<file path="src/hdl/awb_ogc_pkg.sv">
// shared types, widths and helpers for the white-balance gain calculation pipeline
// no dependencies; every other file of the block but awb_ogc_div imports this package
package awb_ogc_pkg;

  localparam int unsigned RATIO_WIDTH  = 10;
  localparam int unsigned GAIN_W       = 16;
  localparam int unsigned UNITY_SHIFT  = 10;
  localparam int unsigned LIGHT_OFFSET = 512;
  localparam int unsigned LIGHT_SHIFT  = 10;

  // light + offset needs one bit more than the ratio, at least ten bits
  localparam int unsigned LIGHT_W  = (RATIO_WIDTH > 9) ? RATIO_WIDTH + 1 : 10;
  localparam int unsigned PROD_W   = RATIO_WIDTH + LIGHT_W;
  localparam int unsigned SCALED_W = PROD_W - LIGHT_SHIFT;
  // first quotient: unity * scaled value over a nonzero divisor
  localparam int unsigned Q1_W     = SCALED_W + UNITY_SHIFT;
  // second dividend: first quotient times a typical value
  localparam int unsigned P2_W     = Q1_W + RATIO_WIDTH;

  localparam int unsigned APB_ADDR_W = 3;
  localparam int unsigned APB_DATA_W = 32;

  localparam logic [GAIN_W-1:0] UNITY_GAIN = 16'h0400;

  typedef struct packed {
    logic [RATIO_WIDTH-1:0] rg_meas;
    logic [RATIO_WIDTH-1:0] bg_meas;
    logic [RATIO_WIDTH-1:0] rg_light;
    logic [RATIO_WIDTH-1:0] bg_light;
  } in_item_t;

  typedef struct packed {
    logic [GAIN_W-1:0] red_gain;
    logic [GAIN_W-1:0] green_gain;
    logic [GAIN_W-1:0] blue_gain;
    logic              ratio_error;
  } out_item_t;

  // which gain takes the second quotient
  typedef enum logic [1:0] {
    QSEL_NONE,
    QSEL_RED,
    QSEL_BLUE
  } qsel_e;

  // context carried alongside the first divider
  typedef struct packed {
    logic                   err;
    logic                   gu;
    logic [RATIO_WIDTH-1:0] rgt;
    logic [RATIO_WIDTH-1:0] bgt;
    logic [SCALED_W-1:0]    rg_s;
    logic [SCALED_W-1:0]    bg_s;
  } front_t;

  // context carried alongside the second divider
  typedef struct packed {
    logic              err;
    qsel_e             qsel;
    logic [GAIN_W-1:0] r;
    logic [GAIN_W-1:0] g;
    logic [GAIN_W-1:0] b;
  } mid_t;

  function automatic logic [GAIN_W-1:0] sat_gain(input logic [P2_W-1:0] x);
    return (|x[P2_W-1:GAIN_W]) ? '1 : x[GAIN_W-1:0];
  endfunction

endpackage

</file>
<file path="src/hdl/awb_ogc_mid.sv">
// middle stage: picks the green gain, builds the second dividend and the partial gains
// depends on awb_ogc_pkg
module awb_ogc_mid (
  input  logic                                  clk_i,
  input  logic                                  rst_ni,
  input  logic                                  en_i,
  input  logic                                  vld_i,
  input  logic [1:0][awb_ogc_pkg::Q1_W-1:0]     quo_i,
  input  awb_ogc_pkg::front_t                   front_i,
  output logic                                  vld_o,
  output logic [awb_ogc_pkg::P2_W-1:0]          num_o,
  output logic [awb_ogc_pkg::SCALED_W-1:0]      den_o,
  output awb_ogc_pkg::mid_t                     mid_o
);
  import awb_ogc_pkg::*;

  logic                    vld_q;
  logic [Q1_W-1:0]         gr, gb, g_sel;
  logic [RATIO_WIDTH-1:0]  t_sel;
  logic                    blue_unity;
  logic [P2_W-1:0]         num_d, num_q;
  logic [SCALED_W-1:0]     den_d, den_q;
  mid_t                    mid_d, mid_q;

  always_comb begin
    gr         = quo_i[0];
    gb         = quo_i[1];
    blue_unity = gb > gr;
    g_sel      = blue_unity ? gb : gr;
    t_sel      = blue_unity ? front_i.rgt : front_i.bgt;
    den_d      = blue_unity ? front_i.rg_s : front_i.bg_s;
    num_d      = P2_W'(g_sel) * P2_W'(t_sel);

    mid_d.err  = front_i.err;
    mid_d.qsel = QSEL_NONE;
    mid_d.r    = UNITY_GAIN;
    mid_d.g    = UNITY_GAIN;
    mid_d.b    = UNITY_GAIN;
    if (front_i.err) begin
      mid_d.qsel = QSEL_NONE;
    end else if (front_i.gu) begin
      mid_d.r = sat_gain(P2_W'(gr));
      mid_d.b = sat_gain(P2_W'(gb));
    end else if (blue_unity) begin
      mid_d.qsel = QSEL_RED;
      mid_d.g    = sat_gain(P2_W'(gb));
    end else begin
      mid_d.qsel = QSEL_BLUE;
      mid_d.g    = sat_gain(P2_W'(gr));
    end
  end

  always_ff @(posedge clk_i or negedge rst_ni) begin
    if (!rst_ni) begin
      vld_q <= 1'b0;
    end else if (en_i) begin
      vld_q <= vld_i;
    end
  end

  always_ff @(posedge clk_i) begin
    if (en_i) begin
      num_q <= num_d;
      den_q <= den_d;
      mid_q <= mid_d;
    end
  end

  assign vld_o = vld_q;
  assign num_o = num_q;
  assign den_o = den_q;
  assign mid_o = mid_q;

endmodule

</file>
<file path="config.mk">
export PLATFORM = sky130hd
export DESIGN_NAME = awb_ogc_mid
export DESIGN_NICKNAME = d
export VERILOG_FILES = /design/src/hdl/awb_ogc_pkg.sv /design/src/hdl/awb_ogc_mid.sv
export SDC_FILE = /design/constraint.sdc
export NUM_CORES = 1
export LEC_CHECK = 0
export ABC_AREA = 1
export BUFFER_PORTS_ARGS = -buffer_cell sky130_fd_sc_hd__buf_2
export CAP_MARGIN = 20
export CORE_ASPECT_RATIO = 0.9
export CORE_MARGIN = 2
export CORE_UTILIZATION = 42
export DETAILED_ROUTE_END_ITERATION = 8
export SETUP_SLACK_MARGIN = 0.3
export SLEW_MARGIN = 25
export SYNTH_ARGS = -nofsm -noshare
export SYNTH_HDL_FRONTEND = slang
export SYNTH_SLANG_ARGS = --single-unit
</file>
<file path="constraint.sdc">
create_clock -name clk_i -period 1.5 [get_ports clk_i]
set_input_delay 0.3 -clock clk_i [delete_from_list [all_inputs] [get_ports clk_i]]
set_output_delay 0.3 -clock clk_i [all_outputs]
set_load 0.05 [all_outputs]
</file>
==> flow_metrics.tcl, run 1 <==
set metrics [dict create \
    outcome "finished with violations" \
    violations_in_the_final_reports "setup timing" \
    timing.critical_path.slowest_cell_delay_ns 0.52 \
    postLayoutSetupSlackWorst_ns -4.26 \
    area_growth_syn_to_layout_pct 65.3 \
    slew_headroom_pct 74.2 \
    required_ns 1.62 \
    cp_data_arrival_time_ns 5.88 \
    place.detailed.instances 2274 \
    synth.cell_area_um2 11900 \
    cts.clk_slew.worst_paths_ns 0.08 \
    grt.overflow.total 0 \
    vias_per_cell 4.99 \
    postRouteWirelength_um 39600 \
    post_syn_nets 1813 \
    start_kind "input port" \
    postSynthRegisterBits 94 \
    globalplace.congestion 0.931 \
    port_buffers 183 \
    synth_top_area_share_pct 25.3 \
    die_h_um 164 \
    type_of_element_capturing_the_critical_path "flip-flop" \
    post_route_cells_drive_above_1_share_pct 50.6 \
    grt_pass1_wl_um 61500 \
    wire_per_inst_um 16.8 \
    max_clock_freq_mhz 174 \
    async_reset_ff_share_pct 1.06 \
    place_worst_setup_slack_ns -4.81 \
    finClkSkew_ns 0 \
    fp.coreArea_um2 27900 \
    vias 11798 \
    grt_setup_unrepaired "true" \
    worst_setup_path_type "in -> reg" \
    hp-class "in -> reg" \
    final-instance-count-excl-fill 2365 \
    slew_viol_final 0 \
    grt_max_degree 24 \
    critical_path.slowest_cell "sky130_fd_sc_hd__fa_1" \
    yosys.cell_types.count 32 \
    grt_antenna_before_repair 3 \
    die_area_um2 29600 \
    rows 58 \
    syn-instance-count 1486 \
    timing.final.hold_violations 0 \
    numClockSinks 94 \
    detail-route-antenna-nets 0 \
    grt_use_total_pct 26.5 \
    firstDrtPassIters 5 \
    yosysMostFrequentCell "sky130_fd_sc_hd__nand2_1" \
    layout.nets 2324 \
    die-width_um 181 \
    fin_crit_sh_pct 384 \
    boundaryPins 184 \
    synth_ff_type "sky130_fd_sc_hd__edfxtp_1" \
    clock_tree_from_tritoncts "done" \
    setup_viol_count_final 60 \
    tightestPinTransition_ns 0.387 \
    syn_avg_cell_area_um2 7.99 \
    hpwl_um 29600 \
    detail_route.drc_violations 0 \
    htreeDepth 3 \
    synth_sequential_area_ratio_pct 23.7 \
    dr.first_iter.drc_count 810 \
    ctsRootBufferMaster "sky130_fd_sc_hd__clkbuf_16" \
    clock_path_buffers 2 \
    final.setup.tns_ns -124.78 \
    worstRegToRegCells 1 \
    first_global_vias 12110 \
    netlist_top_cells_count "sky130_fd_sc_hd__nand2_1, sky130_fd_sc_hd__inv_1, sky130_fd_sc_hd__nor2_1, sky130_fd_sc_hd__fa_1, sky130_fd_sc_hd__edfxtp_1" \
    worstSkewPairLatency_ns 0.35 \
    period_needed_ns 5.76 \
    hold_path_depth 1 \
    leading_post_synthesis_cells_by_cell_area "sky130_fd_sc_hd__fa_1, sky130_fd_sc_hd__edfxtp_1, sky130_fd_sc_hd__nand2_1" \
    synth.yosys.warnings 0 \
    numCtsBuffers 9 \
    max_cap_viols 0 \
    initial_core_util_pct 42.6 \
    synth_edf_count 93 \
    yosys.area.top_type "sky130_fd_sc_hd__fa_1" \
    crit_fanout 6 \
]
-- stage by stage --
stage	util (%)	hold slack (ns)	cell area [µm²]
finish	70.4	0.149	19600
global placement	58.9	0.0748	16400
global route	70.4	0.142	19600
CTS	65.6	0.139	18300
floorplan	-	0.00441	13100
detailed placement	58.9	0.0762	16400
-- cell usage in the layout, fill, tap and decap left out, types with 7 or more instances in the layout --
cell type | netlist | final
sky130_fd_sc_hd__nand2_2 | 18 | 100
sky130_fd_sc_hd__o21ai_2 | 0 | 7
sky130_fd_sc_hd__nand2_1 | 395 | 257
sky130_fd_sc_hd__nor2_1 | 221 | 126
sky130_fd_sc_hd__edfxtp_1 | 93 | 93
sky130_fd_sc_hd__inv_6 | 0 | 7
sky130_fd_sc_hd__a21oi_2 | 0 | 14
sky130_fd_sc_hd__nand2_4 | 4 | 58
sky130_fd_sc_hd__buf_8 | 0 | 7
sky130_fd_sc_hd__inv_1 | 272 | 213
sky130_fd_sc_hd__buf_2 | 14 | 112
sky130_fd_sc_hd__nand3_2 | 1 | 22
sky130_fd_sc_hd__a21oi_1 | 40 | 12
sky130_fd_sc_hd__clkbuf_16 | 0 | 11
sky130_fd_sc_hd__buf_12 | 0 | 25
sky130_fd_sc_hd__nand3_4 | 0 | 9
sky130_fd_sc_hd__buf_6 | 9 | 121
sky130_fd_sc_hd__buf_4 | 5 | 264
sky130_fd_sc_hd__xor2_2 | 0 | 7
sky130_fd_sc_hd__ha_1 | 87 | 36
sky130_fd_sc_hd__ha_4 | 0 | 51
sky130_fd_sc_hd__nand3_1 | 84 | 54
sky130_fd_sc_hd__inv_4 | 0 | 10
sky130_fd_sc_hd__fa_1 | 150 | 143
sky130_fd_sc_hd__nor2_2 | 0 | 38
sky130_fd_sc_hd__nor2_4 | 1 | 58
sky130_fd_sc_hd__a21oi_4 | 0 | 14
sky130_fd_sc_hd__fa_2 | 0 | 7
sky130_fd_sc_hd__nand3b_1 | 21 | 21
sky130_fd_sc_hd__inv_2 | 0 | 43
-- path summary, 6_finish.rpt --
| kind | to | slack (ns) | from |
|---|---|---|---|
| worst max-delay path | num_o[14]$_DFFE_PP_ | -4.26 | quo_i[8] |
| worst min-delay path | mid_o[50]$_DFFE_PP_ | 0.15 | front_i[43] |
| worst max register to register | vld_o$_DFFE_PN0P_ | 0.74 | vld_o$_DFFE_PN0P_ |
| worst min register to register | vld_o$_DFFE_PN0P_ | 0.54 | vld_o$_DFFE_PN0P_ |
| max in group asynchronous | vld_o$_DFFE_PN0P_ | 1.17 | rst_ni |
| min in group asynchronous | vld_o$_DFFE_PN0P_ | 0.24 | rst_ni |
-- flip-flops by register name, summed over array words and instances (netlist names) --
| name | count |
|---|---|
| vld_o | 1 |
| num_o | 31 |
| den_o | 11 |
| mid_o | 51 |
-- per-layer routing --
metal | vias up | wire length [µm] | GRT usage (%)
li1 | 5602 | - | -
met2 | 384 | 20400 | 47.7
met5 | - | 0 | 0
met1 | 5751 | 16100 | 33.7
met4 | 0 | 942 | 7.83
met3 | 61 | 2120 | 3.08
-- critical path: cells and delay by family --
kind                     cells  cell delay [ns]
adder cells (fa/ha/maj)      7             2.84
buffers and inverters       10             1.15
AND/OR/NAND/NOR             11             1.06
AO/OA/AOI/OAI                2             0.38
XOR/XNOR                     1             0.13
-- logic make-up (layout without fill, tap and decap cells) --
family	count (synthesis)	count (layout)	synth area share [%]
other	0	3	0
flip-flops	94	94	23.7
XOR/XNOR	19	19	1.40
adder cells (fa/ha/maj)	237	237	34.5
multiplexers	1	1	0.0948
AO/OA/AOI/OAI	64	64	2.89
AND/OR/NAND/NOR	760	764	26.7
buffers and inverters	311	823	10.7
-- repair_timing --
item                                    CTS  global route
gates cloned                              6             3
hold endpoints to repair                  1             0
hold buffers                              1             0
endpoints found under the setup margin  172           175
resized for setup                       295           305
pin swaps                                92           124
setup buffers                            38            24
-- layout make-up --
class	count	area (µm²)
inverters	272	1090
well taps	360	450
diodes	3	7.51
clock buffers	9	225
fillers	2124	8240
multi-input cells	1085	10300
clock inverters	7	86.3
repair buffers	535	4660
flip-flops and latches	94	2820
Power of run 1 is left out: the tool's default activity adds up to more than one toggle a clock period on the data nets, which glitch-free logic cannot reach.
==> run 2, diff against run 1 <==
--- a/config.mk
+++ b/config.mk
@@ -13,6 +13,7 @@
 export CORE_UTILIZATION = 42
 export DETAILED_ROUTE_END_ITERATION = 8
 export SETUP_SLACK_MARGIN = 0.3
+export SKIP_CTS_REPAIR_TIMING = 1
 export SLEW_MARGIN = 25
 export SYNTH_ARGS = -nofsm -noshare
 export SYNTH_HDL_FRONTEND = slang
==> run 2 against run 1 <==
The flow still finishes with violations (setup timing). Hold slack better by 0.0013 ns. Non-clock buffer count is 18 lower. Critical path type unchanged. Sequential share of layout area is 0.58 points higher. Global-route usage is 2.1 points lower. Register-to-register slack better by 0.02 ns. Die area stayed put. Clock skew stayed put. Core utilization is 2.7 points lower. Flip-flop and latch count stayed put. First-iteration DRC count is 11% lower.
==> flow_metrics.tcl, run 2 (synthesized netlist as in run 1, its figures left out) <==
set metrics [dict create \
    crit_fanout 7 \
    hold_path.startpoint "front_i[43]" \
    slew_viol_final 0 \
    detail-route-antenna-nets 0 \
    dr.first_iter.drc_count 721 \
    worstSkewPairLatency_ns 0.35 \
    wire_per_inst_um 16.5 \
    largest_register_ffs 51 \
    hpwl_um 29600 \
    die_h_um 164 \
    post_route_cells_drive_above_1_share_pct 48.3 \
    clock_path_buffers 2 \
    period_needed_ns 5.85 \
    ctsRootBufferMaster "sky130_fd_sc_hd__clkbuf_16" \
    placement.cell_area_um2 16400 \
    start_kind "input port" \
    violations_in_the_final_reports "setup timing" \
    commonest_cells_after_routing_fill_and_taps_aside "sky130_fd_sc_hd__buf_4, sky130_fd_sc_hd__nand2_1, sky130_fd_sc_hd__inv_1" \
    worst_setup_path_type "in -> reg" \
    timing.critical_path.slowest_cell_delay_ns 0.55 \
    numClockSinks 94 \
    globalplace.congestion 0.931 \
    met2_usage_pct 43.5 \
    finalInstanceArea_um2 18900 \
    critPathMostFrequentCell "sky130_fd_sc_hd__fa_1" \
    tightestPinTransition_ns 0.400 \
    layout.cells.most_common "sky130_fd_sc_hd__buf_4" \
    grt_setup_unrepaired "true" \
    grt.overflow.total 0 \
    startpoint "quo_i[39]" \
    setup_viol_count_final 60 \
    grt-busiest-layer "met2" \
    boundaryPins 184 \
    max_cap_viols 0 \
    grt_use_total_pct 24.4 \
    htreeDepth 3 \
    met1_usage_pct 31.2 \
    rows 58 \
    outcome "finished with violations" \
    vias 11642 \
    max_clock_freq_mhz 171 \
    finalHoldWorstSlack_ns 0.150 \
    initial_core_util_pct 42.6 \
    clock_tree_from_tritoncts "done" \
    hp-class "in -> reg" \
    cp_data_arrival_time_ns 5.97 \
    required_ns 1.62 \
    rrSetupSlack_ns 0.76 \
    vias_per_cell 4.96 \
    area_growth_syn_to_layout_pct 58.9 \
    first_global_vias 11515 \
    critical_path.slowest_cell "sky130_fd_sc_hd__fa_1" \
    die_area_um2 29600 \
    firstDrtPassIters 5 \
    layout.nets 2306 \
    type_of_element_capturing_the_critical_path "flip-flop" \
    detail_route.drc_violations 0 \
    cts.clk_slew.worst_paths_ns 0.08 \
    postLayoutSetupSlackWorst_ns -4.35 \
    grt_antenna_before_repair 4 \
    place_worst_setup_slack_ns -4.81 \
    fin_crit_sh_pct 390 \
    slew_headroom_pct 73.3 \
    reg2reg_from "vld_o$_DFFE_PN0P_" \
    finClkSkew_ns 0 \
    global_route.usage.met3_pct 2.99 \
    grt_max_degree 34 \
    die-width_um 181 \
    port_buffers 183 \
    nFillCells 2260 \
    timing.final.hold_violations 0 \
    grt_pass1_wl_um 56900 \
    postRouteWirelength_um 38600 \
    fp.coreArea_um2 27900 \
    numCtsBuffers 9 \
]
[run 2: cell types whose count changed in the layout (fill, tap and decap cells not counted), sizes merged]
cell    previous run  this run
buf              531       510
bufbuf             1         0
clkbuf            11        15
diode              3         4
[run 2: stage by stage]
step / instances / setup TNS (ns) / util, %
2_1_floorplan: 1486 / -116.90 / -
3_3_place_gp: 2274 / -161.22 / 58.9
3_5_place_dp: 2274 / -163.32 / 58.9
4_1_cts: 2290 / -137.48 / 60.0
5_1_grt: 2348 / -137.72 / 67.7
6_report: 2348 / -130.26 / 67.7
[run 2: final timing paths]
kind / cells past startpoint / end
worst min-delay path: 1 / mid_o[50]$_DFFE_PP_
worst max-delay path: 31 / num_o[12]$_DFFE_PP_
max in group asynchronous: 2 / vld_o$_DFFE_PN0P_
worst min register to register: 1 / vld_o$_DFFE_PN0P_
min in group asynchronous: 2 / vld_o$_DFFE_PN0P_
worst max register to register: 1 / vld_o$_DFFE_PN0P_
[run 2: critical path, delay by kind of cell]
family	cells	cell delay [ns]
adders and majority gates	7	3.08
and+or+nand+nor	12	1.27
buffers and inverters	10	1.00
AOI/OAI and AO/OA	1	0.17
xor gates and xnor gates	1	0.13
[run 2: final cells by class]
cell class | count | area (µm²) | area share, %
clock buffers | 9 | 225 | 1.19
flip-flops and latches | 94 | 2820 | 14.9
clock inverters | 7 | 86.3 | 0.458
multi-input cells | 1085 | 10000 | 53.0
diodes | 4 | 10.0 | 0.0531
repair buffers | 517 | 4200 | 22.2
well taps | 360 | 450 | 2.39
inverters | 272 | 1080 | 5.72
[run 2: metal layers]
| layer | routed length (µm) | vias to the layer above |
|---|---|---|
| li1 | - | 5565 |
| met2 | 19700 | 332 |
| met4 | 806 | 0 |
| met1 | 16100 | 5695 |
| met3 | 2110 | 50 |
| met5 | 0 | - |
Power of run 2 is left out for the same reason.
==> run 3, diff against run 2 <==
--- a/config.mk
+++ b/config.mk
@@ -11,6 +11,7 @@
 export CORE_ASPECT_RATIO = 0.9
 export CORE_MARGIN = 2
 export CORE_UTILIZATION = 42
+export CTS_CLUSTER_SIZE = 28
 export DETAILED_ROUTE_END_ITERATION = 8
 export SETUP_SLACK_MARGIN = 0.3
 export SKIP_CTS_REPAIR_TIMING = 1
==> constraint.sdc (replaced) <==
create_clock -name clk_i -period 5.1 [get_ports clk_i]
set_input_delay 1.02 -clock clk_i [delete_from_list [all_inputs] [get_ports clk_i]]
set_output_delay 1.02 -clock clk_i [all_outputs]
set_load 0.05 [all_outputs]
==> run 3 against run 2 <==
The flow still finishes with violations (setup timing). Sequential share of layout area is 1.2 points higher. Via count is 2.6% lower. Wire length is 6.1% lower. Non-clock buffer count is 53 lower. Critical endpoint is now num_o[30]$_DFFE_PP_. Highest routed layer unchanged.
==> flow_metrics.tcl, run 3 (synthesized netlist as in run 1, its figures left out) <==
set metrics [dict create \
    required_ns 5.21 \
    dr.first_iter.drc_count 671 \
    final.setup.tns_ns -30.17 \
    max_clock_freq_mhz 156 \
    timing.critical_path.slowest_cell_delay_ns 0.52 \
    period_needed_ns 6.40 \
    hpwl_um 29300 \
    finClkSkew_ns 0 \
    cp_data_arrival_time_ns 6.51 \
    rows 58 \
    detail-route-antenna-nets 0 \
    start_kind "input port" \
    grt_pass1_wl_um 56500 \
    grt_max_degree 46 \
    area_growth_syn_to_layout_pct 46.9 \
    vias_per_cell 4.95 \
    firstDrtPassIters 5 \
    wire_per_inst_um 15.8 \
    numClockSinks 94 \
    post_route_cells_drive_above_1_share_pct 41.4 \
    nFillCells 2436 \
    multi_input_area_um2 9390 \
    violations_in_the_final_reports "setup timing" \
    die_h_um 164 \
    port_buffers 183 \
    tightestPinTransition_ns 0.978 \
    globalplace.congestion 0.880 \
    critical_path.slowest_cell "sky130_fd_sc_hd__fa_1" \
    postLayoutSetupSlackWorst_ns -1.30 \
    setup_viol_count_final 26 \
    initial_core_util_pct 42.6 \
    layout.cells.most_common "sky130_fd_sc_hd__nand2_1" \
    type_of_element_capturing_the_critical_path "flip-flop" \
    slew_headroom_pct 34.7 \
    worst_setup_path_type "in -> reg" \
    outcome "finished with violations" \
    fin_crit_sh_pct 125 \
    first_global_vias 11401 \
    vias 11335 \
    die_area_um2 29600 \
    crit_fanout 10 \
    detail_route.drc_violations 0 \
    largest_register_ffs 51 \
    clock_path_buffers 2 \
    numCtsBuffers 9 \
    boundaryPins 184 \
    slew_viol_final 0 \
    postRouteWirelength_um 36300 \
    clock_tree_from_tritoncts "done" \
    hp-class "in -> async" \
    timing.final.hold_violations 0 \
    critPathMostFrequentCell "sky130_fd_sc_hd__fa_1" \
    die-width_um 181 \
    fp.coreArea_um2 27900 \
    area.sequential_um2 2820 \
    ctsRootBufferMaster "sky130_fd_sc_hd__clkbuf_16" \
    grt_setup_unrepaired "true" \
    htreeDepth 3 \
    finish.utilization_pct 62.6 \
    max_cap_viols 0 \
    layout.nets 2251 \
    cts.clk_slew.worst_paths_ns 0.08 \
    grt.overflow.total 0 \
    commonest_cells_after_routing_fill_and_taps_aside "sky130_fd_sc_hd__nand2_1, sky130_fd_sc_hd__buf_4, sky130_fd_sc_hd__inv_1" \
    worstSkewPairLatency_ns 0.35 \
    grt_antenna_before_repair 1 \
    grt_use_total_pct 24.2 \
]
-- run 3: layer usage --
layer	share of wire, %	vias to the layer above	global-route usage (%)
met2	51	306	43.3
met3	5.6	37	3.32
met4	1.6	0	6.02
met5	0	-	0
li1	-	5441	-
met1	42	5551	31.0
-- run 3: layout make-up --
class,instances,share of cell area (%)
well taps,360,2.58
clock buffers,9,1.29
repair buffers,464,19.7
clock inverters,7,0.445
multi-input cells,1083,53.8
diodes,1,0.0143
inverters,272,6.04
flip-flops and latches,94,16.2
-- run 3: critical path: cells and delay by family --
kind	cells	cell delay (ns)
adder cells (fa/ha/maj)	7	3.01
AO/OA/AOI/OAI	1	0.20
buffers and inverters	8	0.75
AND/OR/NAND/NOR	15	1.52
-- run 3: final timing paths --
check	startpoint	end	slack [ns]	depth (start not counted)
max	quo_i[12]	num_o[30]$_DFFE_PP_	-1.30	31
min	rst_ni	vld_o$_DFFE_PN0P_	0.42	1
max reg2reg	vld_o$_DFFE_PN0P_	vld_o$_DFFE_PN0P_	4.36	1
min reg2reg	vld_o$_DFFE_PN0P_	vld_o$_DFFE_PN0P_	0.51	1
max in group asynchronous	rst_ni	vld_o$_DFFE_PN0P_	4.60	1
min in group clk_i	vld_o$_DFFE_PN0P_	vld_o$_DFFE_PN0P_	0.51	1
-- run 3: metrics by stage --
| step | std cells | worst slack [ns] | hold slack, ns | area [µm²] |
|---|---|---|---|---|
| floorplan | 1486 | -1.14 | 0.724 | 12800 |
| detailed placement | 2241 | -1.90 | 0.496 | 15900 |
| global placement | 2241 | -1.88 | 0.511 | 15900 |
| CTS | 2257 | -1.54 | 0.412 | 16200 |
| finish | 2290 | -1.30 | 0.422 | 17400 |
| global route | 2290 | -1.55 | 0.409 | 17400 |
Power of run 3 is left out for the same reason.
